==> config.mk <==
export PLATFORM = sky130hd
export DESIGN_NAME = pfc_dual_pi_pwm_controller_top_flat
export DESIGN_NICKNAME = d
export VERILOG_FILES = /design/src/design/pfc_pkg.sv /design/src/design/pfc_if.sv /design/src/design/pfc_front.sv /design/src/design/pfc_queue.sv /design/src/design/pfc_back.sv /design/src/design/pfc_dual_pi_pwm_controller_top.sv /design/src/flat_wrapper.sv
export SDC_FILE = /design/constraint.sdc
export NUM_CORES = 2
export LEC_CHECK = 0
export ABC_AREA = 1
export BUFFER_PORTS_ARGS = -buffer_cell sky130_fd_sc_hd__clkbuf_2
export CORE_MARGIN = 2
export CORE_UTILIZATION = 70
export CTS_BUF_LIST = sky130_fd_sc_hd__clkbuf_4 sky130_fd_sc_hd__clkbuf_8
export CTS_CLUSTER_DIAMETER = 150
export CTS_CLUSTER_SIZE = 24
export DETAILED_ROUTE_END_ITERATION = 10
export PLACE_DENSITY_LB_ADDON = 0.15
export REMOVE_ABC_BUFFERS = 1
export SYNTH_ARGS = -nofsm -noshare
export SYNTH_HDL_FRONTEND = slang
export SYNTH_SLANG_ARGS = --single-unit
==> constraint.sdc <==
create_clock -name i_clk -period 16.55 [get_ports i_clk]
set_input_delay 1.655 -clock i_clk [delete_from_list [all_inputs] [get_ports i_clk]]
set_output_delay 1.655 -clock i_clk [all_outputs]
set_load 0.01 [all_outputs]
==> src/design/pfc_pkg.sv <==
`timescale 1ns / 1ps
`default_nettype none

package pfc_pkg;

    // Parameter defaults.
    localparam int COUNT_BITS_DEF  = 12;
    localparam int SAMPLE_BITS_DEF = 16;

    // Configuration port.
    localparam int CFG_IDX_W  = 3;
    localparam int CFG_DATA_W = 32;

    localparam logic [CFG_IDX_W-1:0] REG_PERIOD     = 3'd0;
    localparam logic [CFG_IDX_W-1:0] REG_VREF       = 3'd1;
    localparam logic [CFG_IDX_W-1:0] REG_OUTER_INT  = 3'd2;
    localparam logic [CFG_IDX_W-1:0] REG_INNER_INT  = 3'd3;
    localparam logic [CFG_IDX_W-1:0] REG_INNER_PROP = 3'd4;
    localparam logic [CFG_IDX_W-1:0] REG_DUTY_SCALE = 3'd5;

    // Register reset values.
    localparam logic [31:0] PERIOD_RST     = 32'd333;
    localparam logic [31:0] VREF_RST       = 32'd2688;
    localparam logic [31:0] OUTER_INT_RST  = 32'd9320;
    localparam logic [31:0] INNER_INT_RST  = 32'd950612;
    localparam logic [31:0] INNER_PROP_RST = 32'd5033165;
    localparam logic [31:0] DUTY_SCALE_RST = 32'd2182349;

    // Depth of the job queue between front and back.
    localparam int QUEUE_DEPTH = 2;

    // Wide signed intermediate: a 64-bit product plus sign and headroom.
    localparam int TERM_W = 66;

    typedef logic signed [TERM_W-1:0] t_term;

    typedef struct packed {
        logic [31:0] outer_int;
        logic [31:0] inner_int;
        logic [31:0] inner_prop;
        logic [31:0] duty_scale;
    } t_gains;

    typedef struct packed {
        logic sample;
        logic period_end;
    } t_job_ctl;

    typedef struct packed {
        logic busy;
        logic pop_sample;
    } t_back_stat;

    function automatic logic signed [31:0] sat32(input t_term x);
        logic [TERM_W-32:0] hi;
        hi = x[TERM_W-1:31];
        if ((&hi) || (~|hi)) begin
            return x[31:0];
        end else if (x[TERM_W-1]) begin
            return 32'sh8000_0000;
        end else begin
            return 32'sh7fff_ffff;
        end
    endfunction

endpackage

`default_nettype wire

==> src/design/pfc_if.sv <==
`timescale 1ns / 1ps
`default_nettype none

interface pfc_in_if #(
    parameter int SAMPLE_BITS = pfc_pkg::SAMPLE_BITS_DEF
);
    logic                          valid;
    logic                          ready;
    logic signed [SAMPLE_BITS-1:0] line_voltage;
    logic signed [SAMPLE_BITS-1:0] inductor_current;
    logic signed [SAMPLE_BITS-1:0] output_voltage;

    modport source (
        output valid, line_voltage, inductor_current, output_voltage,
        input  ready
    );
    modport sink (
        input  valid, line_voltage, inductor_current, output_voltage,
        output ready
    );
endinterface

interface pfc_out_if #(
    parameter int COUNT_BITS = pfc_pkg::COUNT_BITS_DEF
);
    logic                       valid;
    logic                       ready;
    logic                       gate_on;
    logic signed [31:0]         current_ref;
    logic signed [COUNT_BITS:0] pulse_width;

    modport source (
        output valid, gate_on, current_ref, pulse_width,
        input  ready
    );
    modport sink (
        input  valid, gate_on, current_ref, pulse_width,
        output ready
    );
endinterface

interface pfc_cfg_if;
    logic                             valid;
    logic                             ready;
    logic [pfc_pkg::CFG_IDX_W-1:0]    index;
    logic [pfc_pkg::CFG_DATA_W-1:0]   data;

    modport source (
        output valid, index, data,
        input  ready
    );
    modport sink (
        input  valid, index, data,
        output ready
    );
endinterface

`default_nettype wire

==> src/design/pfc_front.sv <==
`timescale 1ns / 1ps
`default_nettype none

module pfc_front #(
    parameter int COUNT_BITS  = pfc_pkg::COUNT_BITS_DEF,
    parameter int SAMPLE_BITS = pfc_pkg::SAMPLE_BITS_DEF
) (
    input  wire                   i_clk,
    input  wire                   i_rst_n,
    input  wire  [COUNT_BITS-1:0] i_period,
    pfc_in_if.sink                i_in,
    input  wire                   i_q_ready,
    output logic                  o_q_push,
    output logic [$bits(pfc_pkg::t_job_ctl)+COUNT_BITS+3*SAMPLE_BITS-1:0] o_q_data
);

    logic [COUNT_BITS-1:0] r_tick;
    logic [COUNT_BITS-1:0] n_tick;
    logic                  r_first;
    logic [COUNT_BITS-1:0] tick_now;
    pfc_pkg::t_job_ctl     ctl;

    assign i_in.ready = i_q_ready;
    assign o_q_push   = i_in.valid & i_q_ready;

    // A period ends when the count reaches the period, or has passed it after
    // the period register was lowered.
    always_comb begin
        ctl.period_end = (r_tick >= i_period);
        ctl.sample     = ctl.period_end | r_first;
        tick_now       = ctl.period_end ? '0 : r_tick;
        n_tick         = tick_now + COUNT_BITS'(1);
    end

    assign o_q_data = {ctl, tick_now, i_in.line_voltage, i_in.inductor_current,
                       i_in.output_voltage};

    always_ff @(posedge i_clk) begin
        if (!i_rst_n) begin
            r_tick  <= '0;
            r_first <= 1'b1;
        end else if (o_q_push) begin
            r_tick  <= n_tick;
            r_first <= 1'b0;
        end
    end

endmodule

`default_nettype wire

==> src/design/pfc_queue.sv <==
`timescale 1ns / 1ps
`default_nettype none

module pfc_queue #(
    parameter int DATA_W = 8,
    parameter int DEPTH  = pfc_pkg::QUEUE_DEPTH
) (
    input  wire               i_clk,
    input  wire               i_rst_n,
    input  wire               i_push,
    input  wire  [DATA_W-1:0] i_data,
    output logic              o_ready,
    input  wire               i_pop,
    output logic              o_valid,
    output logic [DATA_W-1:0] o_data
);

    localparam int PTR_W = (DEPTH > 1) ? $clog2(DEPTH) : 1;
    localparam int CNT_W = $clog2(DEPTH + 1);

    logic [DATA_W-1:0] r_data [DEPTH];
    logic [PTR_W-1:0]  r_wr_ptr;
    logic [PTR_W-1:0]  r_rd_ptr;
    logic [CNT_W-1:0]  r_count;
    logic              push_ok;
    logic              pop_ok;

    assign o_ready = (r_count != CNT_W'(DEPTH));
    assign o_valid = (r_count != '0);
    assign o_data  = r_data[r_rd_ptr];
    assign push_ok = i_push & o_ready;
    assign pop_ok  = i_pop & o_valid;

    function automatic logic [PTR_W-1:0] ptr_inc(input logic [PTR_W-1:0] p);
        if (p == PTR_W'(DEPTH - 1)) begin
            return '0;
        end else begin
            return p + PTR_W'(1);
        end
    endfunction

    always_ff @(posedge i_clk) begin
        if (push_ok) begin
            r_data[r_wr_ptr] <= i_data;
        end
    end

    always_ff @(posedge i_clk) begin
        if (!i_rst_n) begin
            r_wr_ptr <= '0;
            r_rd_ptr <= '0;
            r_count  <= '0;
        end else begin
            if (push_ok) begin
                r_wr_ptr <= ptr_inc(r_wr_ptr);
            end
            if (pop_ok) begin
                r_rd_ptr <= ptr_inc(r_rd_ptr);
            end
            if (push_ok && !pop_ok) begin
                r_count <= r_count + CNT_W'(1);
            end else if (pop_ok && !push_ok) begin
                r_count <= r_count - CNT_W'(1);
            end
        end
    end

endmodule

`default_nettype wire

==> src/design/pfc_back.sv <==
`timescale 1ns / 1ps
`default_nettype none

module pfc_back #(
    parameter int COUNT_BITS  = pfc_pkg::COUNT_BITS_DEF,
    parameter int SAMPLE_BITS = pfc_pkg::SAMPLE_BITS_DEF
) (
    input  wire                           i_clk,
    input  wire                           i_rst_n,
    input  wire        [COUNT_BITS-1:0]   i_period,
    input  wire signed [SAMPLE_BITS-1:0]  i_vref,
    input  pfc_pkg::t_gains               i_gains,
    input  wire                           i_q_valid,
    input  wire [$bits(pfc_pkg::t_job_ctl)+COUNT_BITS+3*SAMPLE_BITS-1:0] i_q_data,
    output logic                          o_q_pop,
    output pfc_pkg::t_back_stat           o_stat,
    pfc_out_if.source                     o_out
);

    localparam int CTL_W = $bits(pfc_pkg::t_job_ctl);
    localparam int JOB_W = CTL_W + COUNT_BITS + 3 * SAMPLE_BITS;

    localparam logic [2:0] S_IDLE = 3'd0;
    localparam logic [2:0] S_ERRV = 3'd1;
    localparam logic [2:0] S_OP   = 3'd2;
    localparam logic [2:0] S_MUL  = 3'd3;
    localparam logic [2:0] S_ACC  = 3'd4;
    localparam logic [2:0] S_ERRI = 3'd5;
    localparam logic [2:0] S_DONE = 3'd6;

    localparam logic [2:0] STEP_VINT = 3'd0;
    localparam logic [2:0] STEP_IREF = 3'd1;
    localparam logic [2:0] STEP_CINT = 3'd2;
    localparam logic [2:0] STEP_PROP = 3'd3;
    localparam logic [2:0] STEP_DUTY = 3'd4;

    // Job fields.
    pfc_pkg::t_job_ctl              q_ctl;
    logic [COUNT_BITS-1:0]          q_tick;
    logic signed [SAMPLE_BITS-1:0]  q_vline;
    logic signed [SAMPLE_BITS-1:0]  q_il;
    logic signed [SAMPLE_BITS-1:0]  q_vo;

    assign q_ctl   = pfc_pkg::t_job_ctl'(i_q_data[JOB_W-1 -: CTL_W]);
    assign q_tick  = i_q_data[3*SAMPLE_BITS +: COUNT_BITS];
    assign q_vline = i_q_data[2*SAMPLE_BITS +: SAMPLE_BITS];
    assign q_il    = i_q_data[SAMPLE_BITS +: SAMPLE_BITS];
    assign q_vo    = i_q_data[0 +: SAMPLE_BITS];

    // Control and loop state.
    logic [2:0]                 r_state, n_state;
    logic [2:0]                 r_step, n_step;
    logic signed [COUNT_BITS:0] r_width_active, n_width_active;
    logic signed [COUNT_BITS:0] r_width_next, n_width_next;
    logic signed [31:0]         r_vint, n_vint;
    logic signed [31:0]         r_cint, n_cint;
    logic signed [31:0]         r_vprev, n_vprev;
    logic signed [31:0]         r_cprev, n_cprev;
    logic signed [31:0]         r_cref, n_cref;
    logic                       r_out_valid, n_out_valid;

    // Working registers.
    logic [COUNT_BITS-1:0]          r_tick, n_tick;
    logic signed [SAMPLE_BITS-1:0]  r_vline, n_vline;
    logic signed [SAMPLE_BITS-1:0]  r_il, n_il;
    logic signed [SAMPLE_BITS-1:0]  r_vo, n_vo;
    logic signed [31:0]             r_errv, n_errv;
    logic signed [31:0]             r_erri, n_erri;
    logic signed [31:0]             r_vm, n_vm;
    logic [31:0]                    r_mag, n_mag;
    logic                           r_neg, n_neg;
    logic [31:0]                    r_gain, n_gain;
    logic [63:0]                    r_prod, n_prod;
    logic                           r_out_gate, n_out_gate;
    logic signed [31:0]             r_out_cref, n_out_cref;
    logic signed [COUNT_BITS:0]     r_out_width, n_out_width;

    logic                       out_free;
    logic                       pop;
    logic signed [COUNT_BITS:0] width_now;
    pfc_pkg::t_term             vline_ext;
    pfc_pkg::t_term             va_ext;
    logic signed [31:0]         opa;
    logic [31:0]                opg;
    logic [63:0]                prod_sh;
    pfc_pkg::t_term             term;
    pfc_pkg::t_term             width_hi;
    pfc_pkg::t_term             width_cl;

    assign out_free = !r_out_valid || o_out.ready;

    // Operand and gain for the shared multiplier, and the scaled product.
    always_comb begin
        vline_ext = pfc_pkg::t_term'(r_vline);
        va_ext    = vline_ext[pfc_pkg::TERM_W-1] ? -vline_ext : vline_ext;
        case (r_step)
            STEP_VINT: begin
                opa = pfc_pkg::sat32(pfc_pkg::t_term'(r_errv) + pfc_pkg::t_term'(r_vprev));
                opg = i_gains.outer_int;
            end
            STEP_IREF: begin
                opa = pfc_pkg::sat32(pfc_pkg::t_term'(r_errv) + pfc_pkg::t_term'(r_vint));
                opg = va_ext[31:0];
            end
            STEP_CINT: begin
                opa = pfc_pkg::sat32(pfc_pkg::t_term'(r_erri) + pfc_pkg::t_term'(r_cprev));
                opg = i_gains.inner_int;
            end
            STEP_PROP: begin
                opa = r_erri;
                opg = i_gains.inner_prop;
            end
            default: begin
                opa = r_vm;
                opg = i_gains.duty_scale;
            end
        endcase
        case (r_step)
            STEP_IREF: prod_sh = r_prod >> 8;
            STEP_DUTY: prod_sh = r_prod >> 32;
            default:   prod_sh = r_prod >> 24;
        endcase
        // The magnitude is multiplied and the sign put back, which truncates
        // the scaled product toward zero.
        term = r_neg ? -pfc_pkg::t_term'({2'b00, prod_sh})
                     : pfc_pkg::t_term'({2'b00, prod_sh});
        width_hi = pfc_pkg::t_term'($signed({1'b0, i_period}));
        if (term > width_hi) begin
            width_cl = width_hi;
        end else if (term < pfc_pkg::t_term'(-1)) begin
            width_cl = pfc_pkg::t_term'(-1);
        end else begin
            width_cl = term;
        end
    end

    always_comb begin
        n_state        = r_state;
        n_step         = r_step;
        n_width_active = r_width_active;
        n_width_next   = r_width_next;
        n_vint         = r_vint;
        n_cint         = r_cint;
        n_vprev        = r_vprev;
        n_cprev        = r_cprev;
        n_cref         = r_cref;
        n_tick         = r_tick;
        n_vline        = r_vline;
        n_il           = r_il;
        n_vo           = r_vo;
        n_errv         = r_errv;
        n_erri         = r_erri;
        n_vm           = r_vm;
        n_mag          = r_mag;
        n_neg          = r_neg;
        n_gain         = r_gain;
        n_prod         = r_prod;
        n_out_gate     = r_out_gate;
        n_out_cref     = r_out_cref;
        n_out_width    = r_out_width;
        n_out_valid    = r_out_valid && !o_out.ready;
        pop            = 1'b0;
        width_now      = q_ctl.period_end ? r_width_next : r_width_active;

        unique case (r_state)
            S_IDLE: begin
                // A sampling job may start while the output register is still
                // full; a plain tick goes straight to the output register.
                if (i_q_valid && (q_ctl.sample || out_free)) begin
                    pop            = 1'b1;
                    n_width_active = width_now;
                    n_tick         = q_tick;
                    if (q_ctl.sample) begin
                        n_vline = q_vline;
                        n_il    = q_il;
                        n_vo    = q_vo;
                        n_state = S_ERRV;
                    end else begin
                        n_out_valid = 1'b1;
                        n_out_gate  = ($signed({1'b0, q_tick}) <= width_now);
                        n_out_cref  = r_cref;
                        n_out_width = width_now;
                    end
                end
            end
            S_ERRV: begin
                n_errv  = pfc_pkg::sat32((pfc_pkg::t_term'(i_vref) -
                                          pfc_pkg::t_term'(r_vo)) <<< 8);
                n_step  = STEP_VINT;
                n_state = S_OP;
            end
            S_OP: begin
                n_neg   = opa[31];
                n_mag   = opa[31] ? 32'(-opa) : 32'(opa);
                n_gain  = opg;
                n_state = S_MUL;
            end
            S_MUL: begin
                n_prod  = {32'b0, r_mag} * {32'b0, r_gain};
                n_state = S_ACC;
            end
            S_ACC: begin
                case (r_step)
                    STEP_VINT: begin
                        n_vint  = pfc_pkg::sat32(pfc_pkg::t_term'(r_vint) + term);
                        n_step  = STEP_IREF;
                        n_state = S_OP;
                    end
                    STEP_IREF: begin
                        n_cref  = pfc_pkg::sat32(term);
                        n_state = S_ERRI;
                    end
                    STEP_CINT: begin
                        n_cint  = pfc_pkg::sat32(pfc_pkg::t_term'(r_cint) + term);
                        n_step  = STEP_PROP;
                        n_state = S_OP;
                    end
                    STEP_PROP: begin
                        n_vm    = pfc_pkg::sat32(pfc_pkg::t_term'(r_cint) + term);
                        n_step  = STEP_DUTY;
                        n_state = S_OP;
                    end
                    default: begin
                        n_width_next = width_cl[COUNT_BITS:0];
                        n_vprev      = r_errv;
                        n_cprev      = r_erri;
                        n_state      = S_DONE;
                    end
                endcase
            end
            S_ERRI: begin
                n_erri  = pfc_pkg::sat32(pfc_pkg::t_term'(r_cref) -
                                         (pfc_pkg::t_term'(r_il) <<< 8));
                n_step  = STEP_CINT;
                n_state = S_OP;
            end
            S_DONE: begin
                if (out_free) begin
                    n_out_valid = 1'b1;
                    n_out_gate  = ($signed({1'b0, r_tick}) <= r_width_active);
                    n_out_cref  = r_cref;
                    n_out_width = r_width_active;
                    n_state     = S_IDLE;
                end
            end
            default: begin
                n_state = S_IDLE;
            end
        endcase
    end

    always_ff @(posedge i_clk) begin
        if (!i_rst_n) begin
            r_state        <= S_IDLE;
            r_step         <= STEP_VINT;
            r_width_active <= '0;
            r_width_next   <= '0;
            r_vint         <= '0;
            r_cint         <= '0;
            r_vprev        <= '0;
            r_cprev        <= '0;
            r_cref         <= '0;
            r_out_valid    <= 1'b0;
        end else begin
            r_state        <= n_state;
            r_step         <= n_step;
            r_width_active <= n_width_active;
            r_width_next   <= n_width_next;
            r_vint         <= n_vint;
            r_cint         <= n_cint;
            r_vprev        <= n_vprev;
            r_cprev        <= n_cprev;
            r_cref         <= n_cref;
            r_out_valid    <= n_out_valid;
        end
    end

    always_ff @(posedge i_clk) begin
        r_tick      <= n_tick;
        r_vline     <= n_vline;
        r_il        <= n_il;
        r_vo        <= n_vo;
        r_errv      <= n_errv;
        r_erri      <= n_erri;
        r_vm        <= n_vm;
        r_mag       <= n_mag;
        r_neg       <= n_neg;
        r_gain      <= n_gain;
        r_prod      <= n_prod;
        r_out_gate  <= n_out_gate;
        r_out_cref  <= n_out_cref;
        r_out_width <= n_out_width;
    end

    assign o_q_pop           = pop;
    assign o_stat.busy       = (r_state != S_IDLE);
    assign o_stat.pop_sample = pop & q_ctl.sample;

    assign o_out.valid       = r_out_valid;
    assign o_out.gate_on     = r_out_gate;
    assign o_out.current_ref = r_out_cref;
    assign o_out.pulse_width = r_out_width;

endmodule

`default_nettype wire

==> src/design/pfc_dual_pi_pwm_controller_top.sv <==
// A plain tick passes through the job queue into the output register.
// A tick that starts a period runs both PI loops through one shared 32x32
// multiplier in five operand/multiply/accumulate rounds.
// Input is taken every cycle while the two-entry job queue has room.
// Synchronous active-low reset: tick count and loop state zero, first tick samples,
// configuration registers return to their default values.
`timescale 1ns / 1ps
`default_nettype none

module pfc_dual_pi_pwm_controller_top #(
    parameter int COUNT_BITS  = pfc_pkg::COUNT_BITS_DEF,
    parameter int SAMPLE_BITS = pfc_pkg::SAMPLE_BITS_DEF
) (
    input  wire        i_clk,
    input  wire        i_rst_n,
    pfc_in_if.sink     i_in,
    pfc_out_if.source  o_out,
    pfc_cfg_if.sink    i_cfg
);

    localparam int CTL_W = $bits(pfc_pkg::t_job_ctl);
    localparam int JOB_W = CTL_W + COUNT_BITS + 3 * SAMPLE_BITS;

    logic [COUNT_BITS-1:0]         r_period;
    logic signed [SAMPLE_BITS-1:0] r_vref;
    pfc_pkg::t_gains               r_gains;

    logic                q_push;
    logic [JOB_W-1:0]    q_push_data;
    logic                q_ready;
    logic                q_pop;
    logic                q_valid;
    logic [JOB_W-1:0]    q_data;
    pfc_pkg::t_back_stat back_stat;
    pfc_pkg::t_job_ctl   push_ctl;

    assign i_cfg.ready = 1'b1;

    always_ff @(posedge i_clk) begin
        if (!i_rst_n) begin
            r_period           <= COUNT_BITS'(pfc_pkg::PERIOD_RST);
            r_vref             <= SAMPLE_BITS'(pfc_pkg::VREF_RST);
            r_gains.outer_int  <= pfc_pkg::OUTER_INT_RST;
            r_gains.inner_int  <= pfc_pkg::INNER_INT_RST;
            r_gains.inner_prop <= pfc_pkg::INNER_PROP_RST;
            r_gains.duty_scale <= pfc_pkg::DUTY_SCALE_RST;
        end else if (i_cfg.valid) begin
            unique case (i_cfg.index)
                pfc_pkg::REG_PERIOD:     r_period           <= i_cfg.data[COUNT_BITS-1:0];
                pfc_pkg::REG_VREF:       r_vref             <= i_cfg.data[SAMPLE_BITS-1:0];
                pfc_pkg::REG_OUTER_INT:  r_gains.outer_int  <= i_cfg.data;
                pfc_pkg::REG_INNER_INT:  r_gains.inner_int  <= i_cfg.data;
                pfc_pkg::REG_INNER_PROP: r_gains.inner_prop <= i_cfg.data;
                pfc_pkg::REG_DUTY_SCALE: r_gains.duty_scale <= i_cfg.data;
                default: begin
                end
            endcase
        end
    end

    pfc_front #(
        .COUNT_BITS  (COUNT_BITS),
        .SAMPLE_BITS (SAMPLE_BITS)
    ) u_front (
        .i_clk     (i_clk),
        .i_rst_n   (i_rst_n),
        .i_period  (r_period),
        .i_in      (i_in),
        .i_q_ready (q_ready),
        .o_q_push  (q_push),
        .o_q_data  (q_push_data)
    );

    pfc_queue #(
        .DATA_W (JOB_W),
        .DEPTH  (pfc_pkg::QUEUE_DEPTH)
    ) u_queue (
        .i_clk   (i_clk),
        .i_rst_n (i_rst_n),
        .i_push  (q_push),
        .i_data  (q_push_data),
        .o_ready (q_ready),
        .i_pop   (q_pop),
        .o_valid (q_valid),
        .o_data  (q_data)
    );

    pfc_back #(
        .COUNT_BITS  (COUNT_BITS),
        .SAMPLE_BITS (SAMPLE_BITS)
    ) u_back (
        .i_clk     (i_clk),
        .i_rst_n   (i_rst_n),
        .i_period  (r_period),
        .i_vref    (r_vref),
        .i_gains   (r_gains),
        .i_q_valid (q_valid),
        .i_q_data  (q_data),
        .o_q_pop   (q_pop),
        .o_stat    (back_stat),
        .o_out     (o_out)
    );

    assign push_ctl = pfc_pkg::t_job_ctl'(q_push_data[JOB_W-1 -: CTL_W]);

    // The back end only takes a job that the queue holds.
    a_pop_valid: assert property (@(posedge i_clk) disable iff (!i_rst_n)
        q_pop |-> q_valid)
        else $error("job popped from an empty queue");

    // A sampling job keeps the sequencer busy in the following cycle.
    a_sample_busy: assert property (@(posedge i_clk) disable iff (!i_rst_n)
        back_stat.pop_sample |=> back_stat.busy)
        else $error("sampling job did not start the loop sequencer");

    // No new job is taken while the loops are being computed.
    a_busy_no_pop: assert property (@(posedge i_clk) disable iff (!i_rst_n)
        back_stat.busy |-> !q_pop)
        else $error("job popped while the sequencer is busy");

    // Every period end is classified as a sampling tick.
    a_end_samples: assert property (@(posedge i_clk) disable iff (!i_rst_n)
        (q_push && push_ctl.period_end) |-> push_ctl.sample)
        else $error("period end queued without a sample");

endmodule

`default_nettype wire
==> src/flat_wrapper.sv <==
// flat-port wrapper written by rule: the top's interface ports become plain ports
module pfc_dual_pi_pwm_controller_top_flat 
#(
    parameter int COUNT_BITS  = pfc_pkg::COUNT_BITS_DEF,
    parameter int SAMPLE_BITS = pfc_pkg::SAMPLE_BITS_DEF
)
  (i_clk, i_rst_n, i_in_valid, i_in_line_voltage, i_in_inductor_current, i_in_output_voltage, i_in_ready, o_out_valid, o_out_gate_on, o_out_current_ref, o_out_pulse_width, o_out_ready, i_cfg_valid, i_cfg_index, i_cfg_data, i_cfg_ready);
  pfc_in_if #(.SAMPLE_BITS(SAMPLE_BITS)) i_in_i ();
  pfc_out_if #(.COUNT_BITS(COUNT_BITS)) o_out_i ();
  pfc_cfg_if i_cfg_i ();
  input  wire i_clk;
  input  wire i_rst_n;
  input wire logic [$bits(i_in_i.valid)-1:0] i_in_valid;
  input wire logic [$bits(i_in_i.line_voltage)-1:0] i_in_line_voltage;
  input wire logic [$bits(i_in_i.inductor_current)-1:0] i_in_inductor_current;
  input wire logic [$bits(i_in_i.output_voltage)-1:0] i_in_output_voltage;
  output wire logic [$bits(i_in_i.ready)-1:0] i_in_ready;
  output wire logic [$bits(o_out_i.valid)-1:0] o_out_valid;
  output wire logic [$bits(o_out_i.gate_on)-1:0] o_out_gate_on;
  output wire logic [$bits(o_out_i.current_ref)-1:0] o_out_current_ref;
  output wire logic [$bits(o_out_i.pulse_width)-1:0] o_out_pulse_width;
  input wire logic [$bits(o_out_i.ready)-1:0] o_out_ready;
  input wire logic [$bits(i_cfg_i.valid)-1:0] i_cfg_valid;
  input wire logic [$bits(i_cfg_i.index)-1:0] i_cfg_index;
  input wire logic [$bits(i_cfg_i.data)-1:0] i_cfg_data;
  output wire logic [$bits(i_cfg_i.ready)-1:0] i_cfg_ready;
  assign i_in_i.valid = i_in_valid;
  assign i_in_i.line_voltage = i_in_line_voltage;
  assign i_in_i.inductor_current = i_in_inductor_current;
  assign i_in_i.output_voltage = i_in_output_voltage;
  assign i_in_ready = i_in_i.ready;
  assign o_out_valid = o_out_i.valid;
  assign o_out_gate_on = o_out_i.gate_on;
  assign o_out_current_ref = o_out_i.current_ref;
  assign o_out_pulse_width = o_out_i.pulse_width;
  assign o_out_i.ready = o_out_ready;
  assign i_cfg_i.valid = i_cfg_valid;
  assign i_cfg_i.index = i_cfg_index;
  assign i_cfg_i.data = i_cfg_data;
  assign i_cfg_ready = i_cfg_i.ready;
  pfc_dual_pi_pwm_controller_top #(.COUNT_BITS(COUNT_BITS), .SAMPLE_BITS(SAMPLE_BITS)) u_core (.i_clk(i_clk), .i_rst_n(i_rst_n), .i_in(i_in_i), .o_out(o_out_i), .i_cfg(i_cfg_i));
endmodule
==> impl_metrics.json <==
{
  "vias": 82700,
  "drc": 7,
  "numClockSinks": 784,
  "crit_type": "reg2reg",
  "holdPathEnd": "u_core.r_gains[95]$_SDFFE_PN0P_",
  "crit_path_start_kind": "flop",
  "cts_max_level": 2,
  "drive_gt1_frac": 0.0430,
  "first_iter_violations": 12600,
  "max_stage_delay_ns": 1.23,
  "synthArstFlopShare": 0,
  "hpwl_mm": 244,
  "reg2reg_to": "u_core.u_back.r_prod[62]$_DFFE_PN_",
  "cts.root.buffer_cell": "clkbuf_8",
  "yosysTopAreaCell": "fa_1",
  "syn_area_um2": 86400,
  "place_area_um2": 88300,
  "grt_max_degree": 143,
  "grtUsageTotal": 0.488,
  "area_growth_pct": 3.27,
  "maxSlewViolCount": 0,
  "antenna_found_initial": 15,
  "cap_viol_max_count": 0,
  "postRouteAntennaNets": 0,
  "violations": "DRC",
  "synthTopCellsByCount": "nand2_1 (3,094), inv_1 (2,261), nor2_1 (1,196), fa_1 (902), a21oi_1 (564)",
  "slowest_stage": "edfxtp_1",
  "cts_tree": "done",
  "critical_path_arrival_ns": 9.25,
  "cts_resized": 0,
  "post_cts_buffers": 0,
  "yosysSeqAreaShare": 0.232,
  "synth_area_per_cell_um2": 7.36,
  "grt_setup_unrepaired": "false",
  "crit_family": "adder cells",
  "worstHoldStart": "u_core.r_gains[95]$_SDFFE_PN0P_",
  "r2r-start": "u_core.u_back.r_gain[7]$_DFFE_PP_",
  "postLayoutCellArea_um2": 89200,
  "rrSetupSlack_ns": 7.92,
  "fin_skew_ns": 0.0620,
  "nets": 13200,
  "setup.worst_path.end_class": "flop",
  "required_ns": 17.17,
  "synth_warnings": 0,
  "portBuffers": 135,
  "hold_class": "reg2reg",
  "synth.distinct_cells": 60,
  "timing.fmax_mhz": 116,
  "path_common_cell": "fa_1",
  "period_needed_ns": 8.63,
  "clkTransAtPathRegs_ns": 0.18,
  "hold_path_depth": 2,
  "grt_overflow": 0,
  "die_w_um": 355,
  "start_util": 0.707,
  "cp_max_fo": 32,
  "die_y_um": 355,
  "fillers": 8858,
  "numCtsBuffers": 40,
  "synth.most_common_cell": "nand2_1",
  "worstMarginPinSlew_ns": 1.31,
  "hold_viol_final": 0,
  "regArea_um2": 20000,
  "status": "finished with violations",
  "viasPerCell": 6.22,
  "wl_mm": 310,
  "gp_congestion": 1.09,
  "synth_cells": 11700,
  "fin_crit_sh": 0.521,
  "coreArea_um2": 122000,
  "rr_worst_depth": 25,
  "firstDrtPassIters": 11,
  "synth_top_area_share": 0.209,
  "synth_area_leaders": "fa_1 (21%), edfxtp_1 (15%), nand2_1 (13%)",
  "rows": 128,
  "synthFlopType": "edfxtp_1",
  "tns_ns": 0,
  "wl_per_cell_um": 23.3,
  "cts_hold_buffers": 0,
  "final_util": 0.730,
  "synth_edf_count": 432,
  "path_buf_inv": 5,
  "clock_latency_ns": 0.84,
  "multi_input_area_um2": 56100,
  "setup_viol_count_final": 0,
  "io-pin-count": 137,
  "cts.path.max_buffers": 3,
  "fp.dieArea_um2": 126000,
  "grt_pass1_vias": 82400,
  "grt_pass1_wl_mm": 470,
  "synth_seq_cells": 784,
  "relSlewSlack": 0.127
}
==> logic make-up after synthesis <==
family,share of synthesized area
AO/OA/AOI/OAI,0.0873
XOR/XNOR,0.0293
adder cells (fa/ha/maj),0.290
buffers and inverters,0.120
flip-flops,0.232
other,0.0000434
AND/OR/NAND/NOR,0.242
==> sequential cells by signal, indices dropped and copies added, names as in the netlist, 17 cells and up, named ones only <==
name                             count
u_core.u_queue.r_data              124
u_core.u_back.r_vm                  32
u_core.u_back.r_gain                32
u_core.u_back.r_cref                32
u_core.u_back.r_mag                 32
u_core.r_gains                     128
u_core.u_back.r_cint                32
u_core.u_back.r_erri                32
u_core.u_back.r_prod                56
u_core.u_back.r_cprev               32
u_core.u_back.o_out.current_ref     32
u_core.u_back.r_vint                32
u_core.u_back.r_vprev               17
u_core.u_back.r_errv                17
==> placed cells by master (no fill, tap or decap), types with 26 or more instances in the layout <==
cell	count
inv_1	2261
nand3b_1	31
clkbuf_2	134
clkbuf_8	41
ha_1	557
nand3_1	505
o2111ai_1	26
nor4_1	34
a21oi_1	563
a21o_1	40
o21a_1	28
nor2_2	39
o21ai_0	526
o21bai_1	35
nand2_1	3093
nor3_1	80
nand4_1	78
xnor2_1	90
dfxtp_1	350
a31oi_1	37
edfxtp_1	432
buf_4	122
nor2_1	1182
xor2_1	194
fa_1	902
==> worst min-delay path: stages (launching register included) <==
cell and delay (ns):
dfxtp_1 0.32, inv_1 0.06, a21oi_1 0.06
==> worst max path at each step <==
stage,from,end,slack (ns),cells past startpoint
after CTS,u_core.u_back.r_gain[7]$_DFFE_PP_,u_core.u_back.r_prod[59]$_DFFE_PN_,8.00,28
after detailed placement,u_core.u_back.r_gain[7]$_DFFE_PP_,u_core.u_back.r_prod[59]$_DFFE_PN_,8.02,28
final,u_core.u_back.r_gain[7]$_DFFE_PP_,u_core.u_back.r_prod[62]$_DFFE_PN_,7.92,25
after global placement,u_core.u_back.r_gain[7]$_DFFE_PP_,u_core.u_back.r_prod[59]$_DFFE_PN_,7.99,28
after global routing,u_core.u_back.r_gain[7]$_DFFE_PP_,u_core.u_back.r_prod[59]$_DFFE_PN_,7.55,28
after floorplan,u_core.u_back.r_step[2]$_SDFFE_PN0P_,u_core.u_back.r_cint[0]$_SDFFE_PN0P_,9.01,32
==> stage by stage <==
stage,setup WS [ns],hold slack (ns),std cells
after floorplan,9.01,0.408,11300
after global placement,7.99,0.437,13200
after detailed placement,8.02,0.443,13200
after CTS,8.00,0.467,13300
after global routing,7.55,0.491,13300
final,7.92,0.468,13300
==> cell type report <==
class | instances | area share
multi-input combinational | 8254 | 0.629
inverter | 2286 | 0.0962
clock inverter | 9 | 0.00163
timing repair buffer | 257 | 0.0179
tap | 1625 | 0.0228
clock buffer | 64 | 0.00826
antenna | 4 | 0.000112
sequential | 784 | 0.224
==> routing by layer <==
layer / part of all wire / wire, µm / track usage / vias up
li1: - / - / - / 35900
met1: 0.35 / 109000 / 0.612 / 38500
met2: 0.43 / 133000 / 0.739 / 6516
met3: 0.14 / 44300 / 0.150 / 1767
met4: 0.079 / 24400 / 0.304 / 18
met5: 0.00049 / 153 / 0.000377 / -
Power is left out: the tool's default activity adds up to more than one toggle a clock period on the data nets, which glitch-free logic cannot reach.
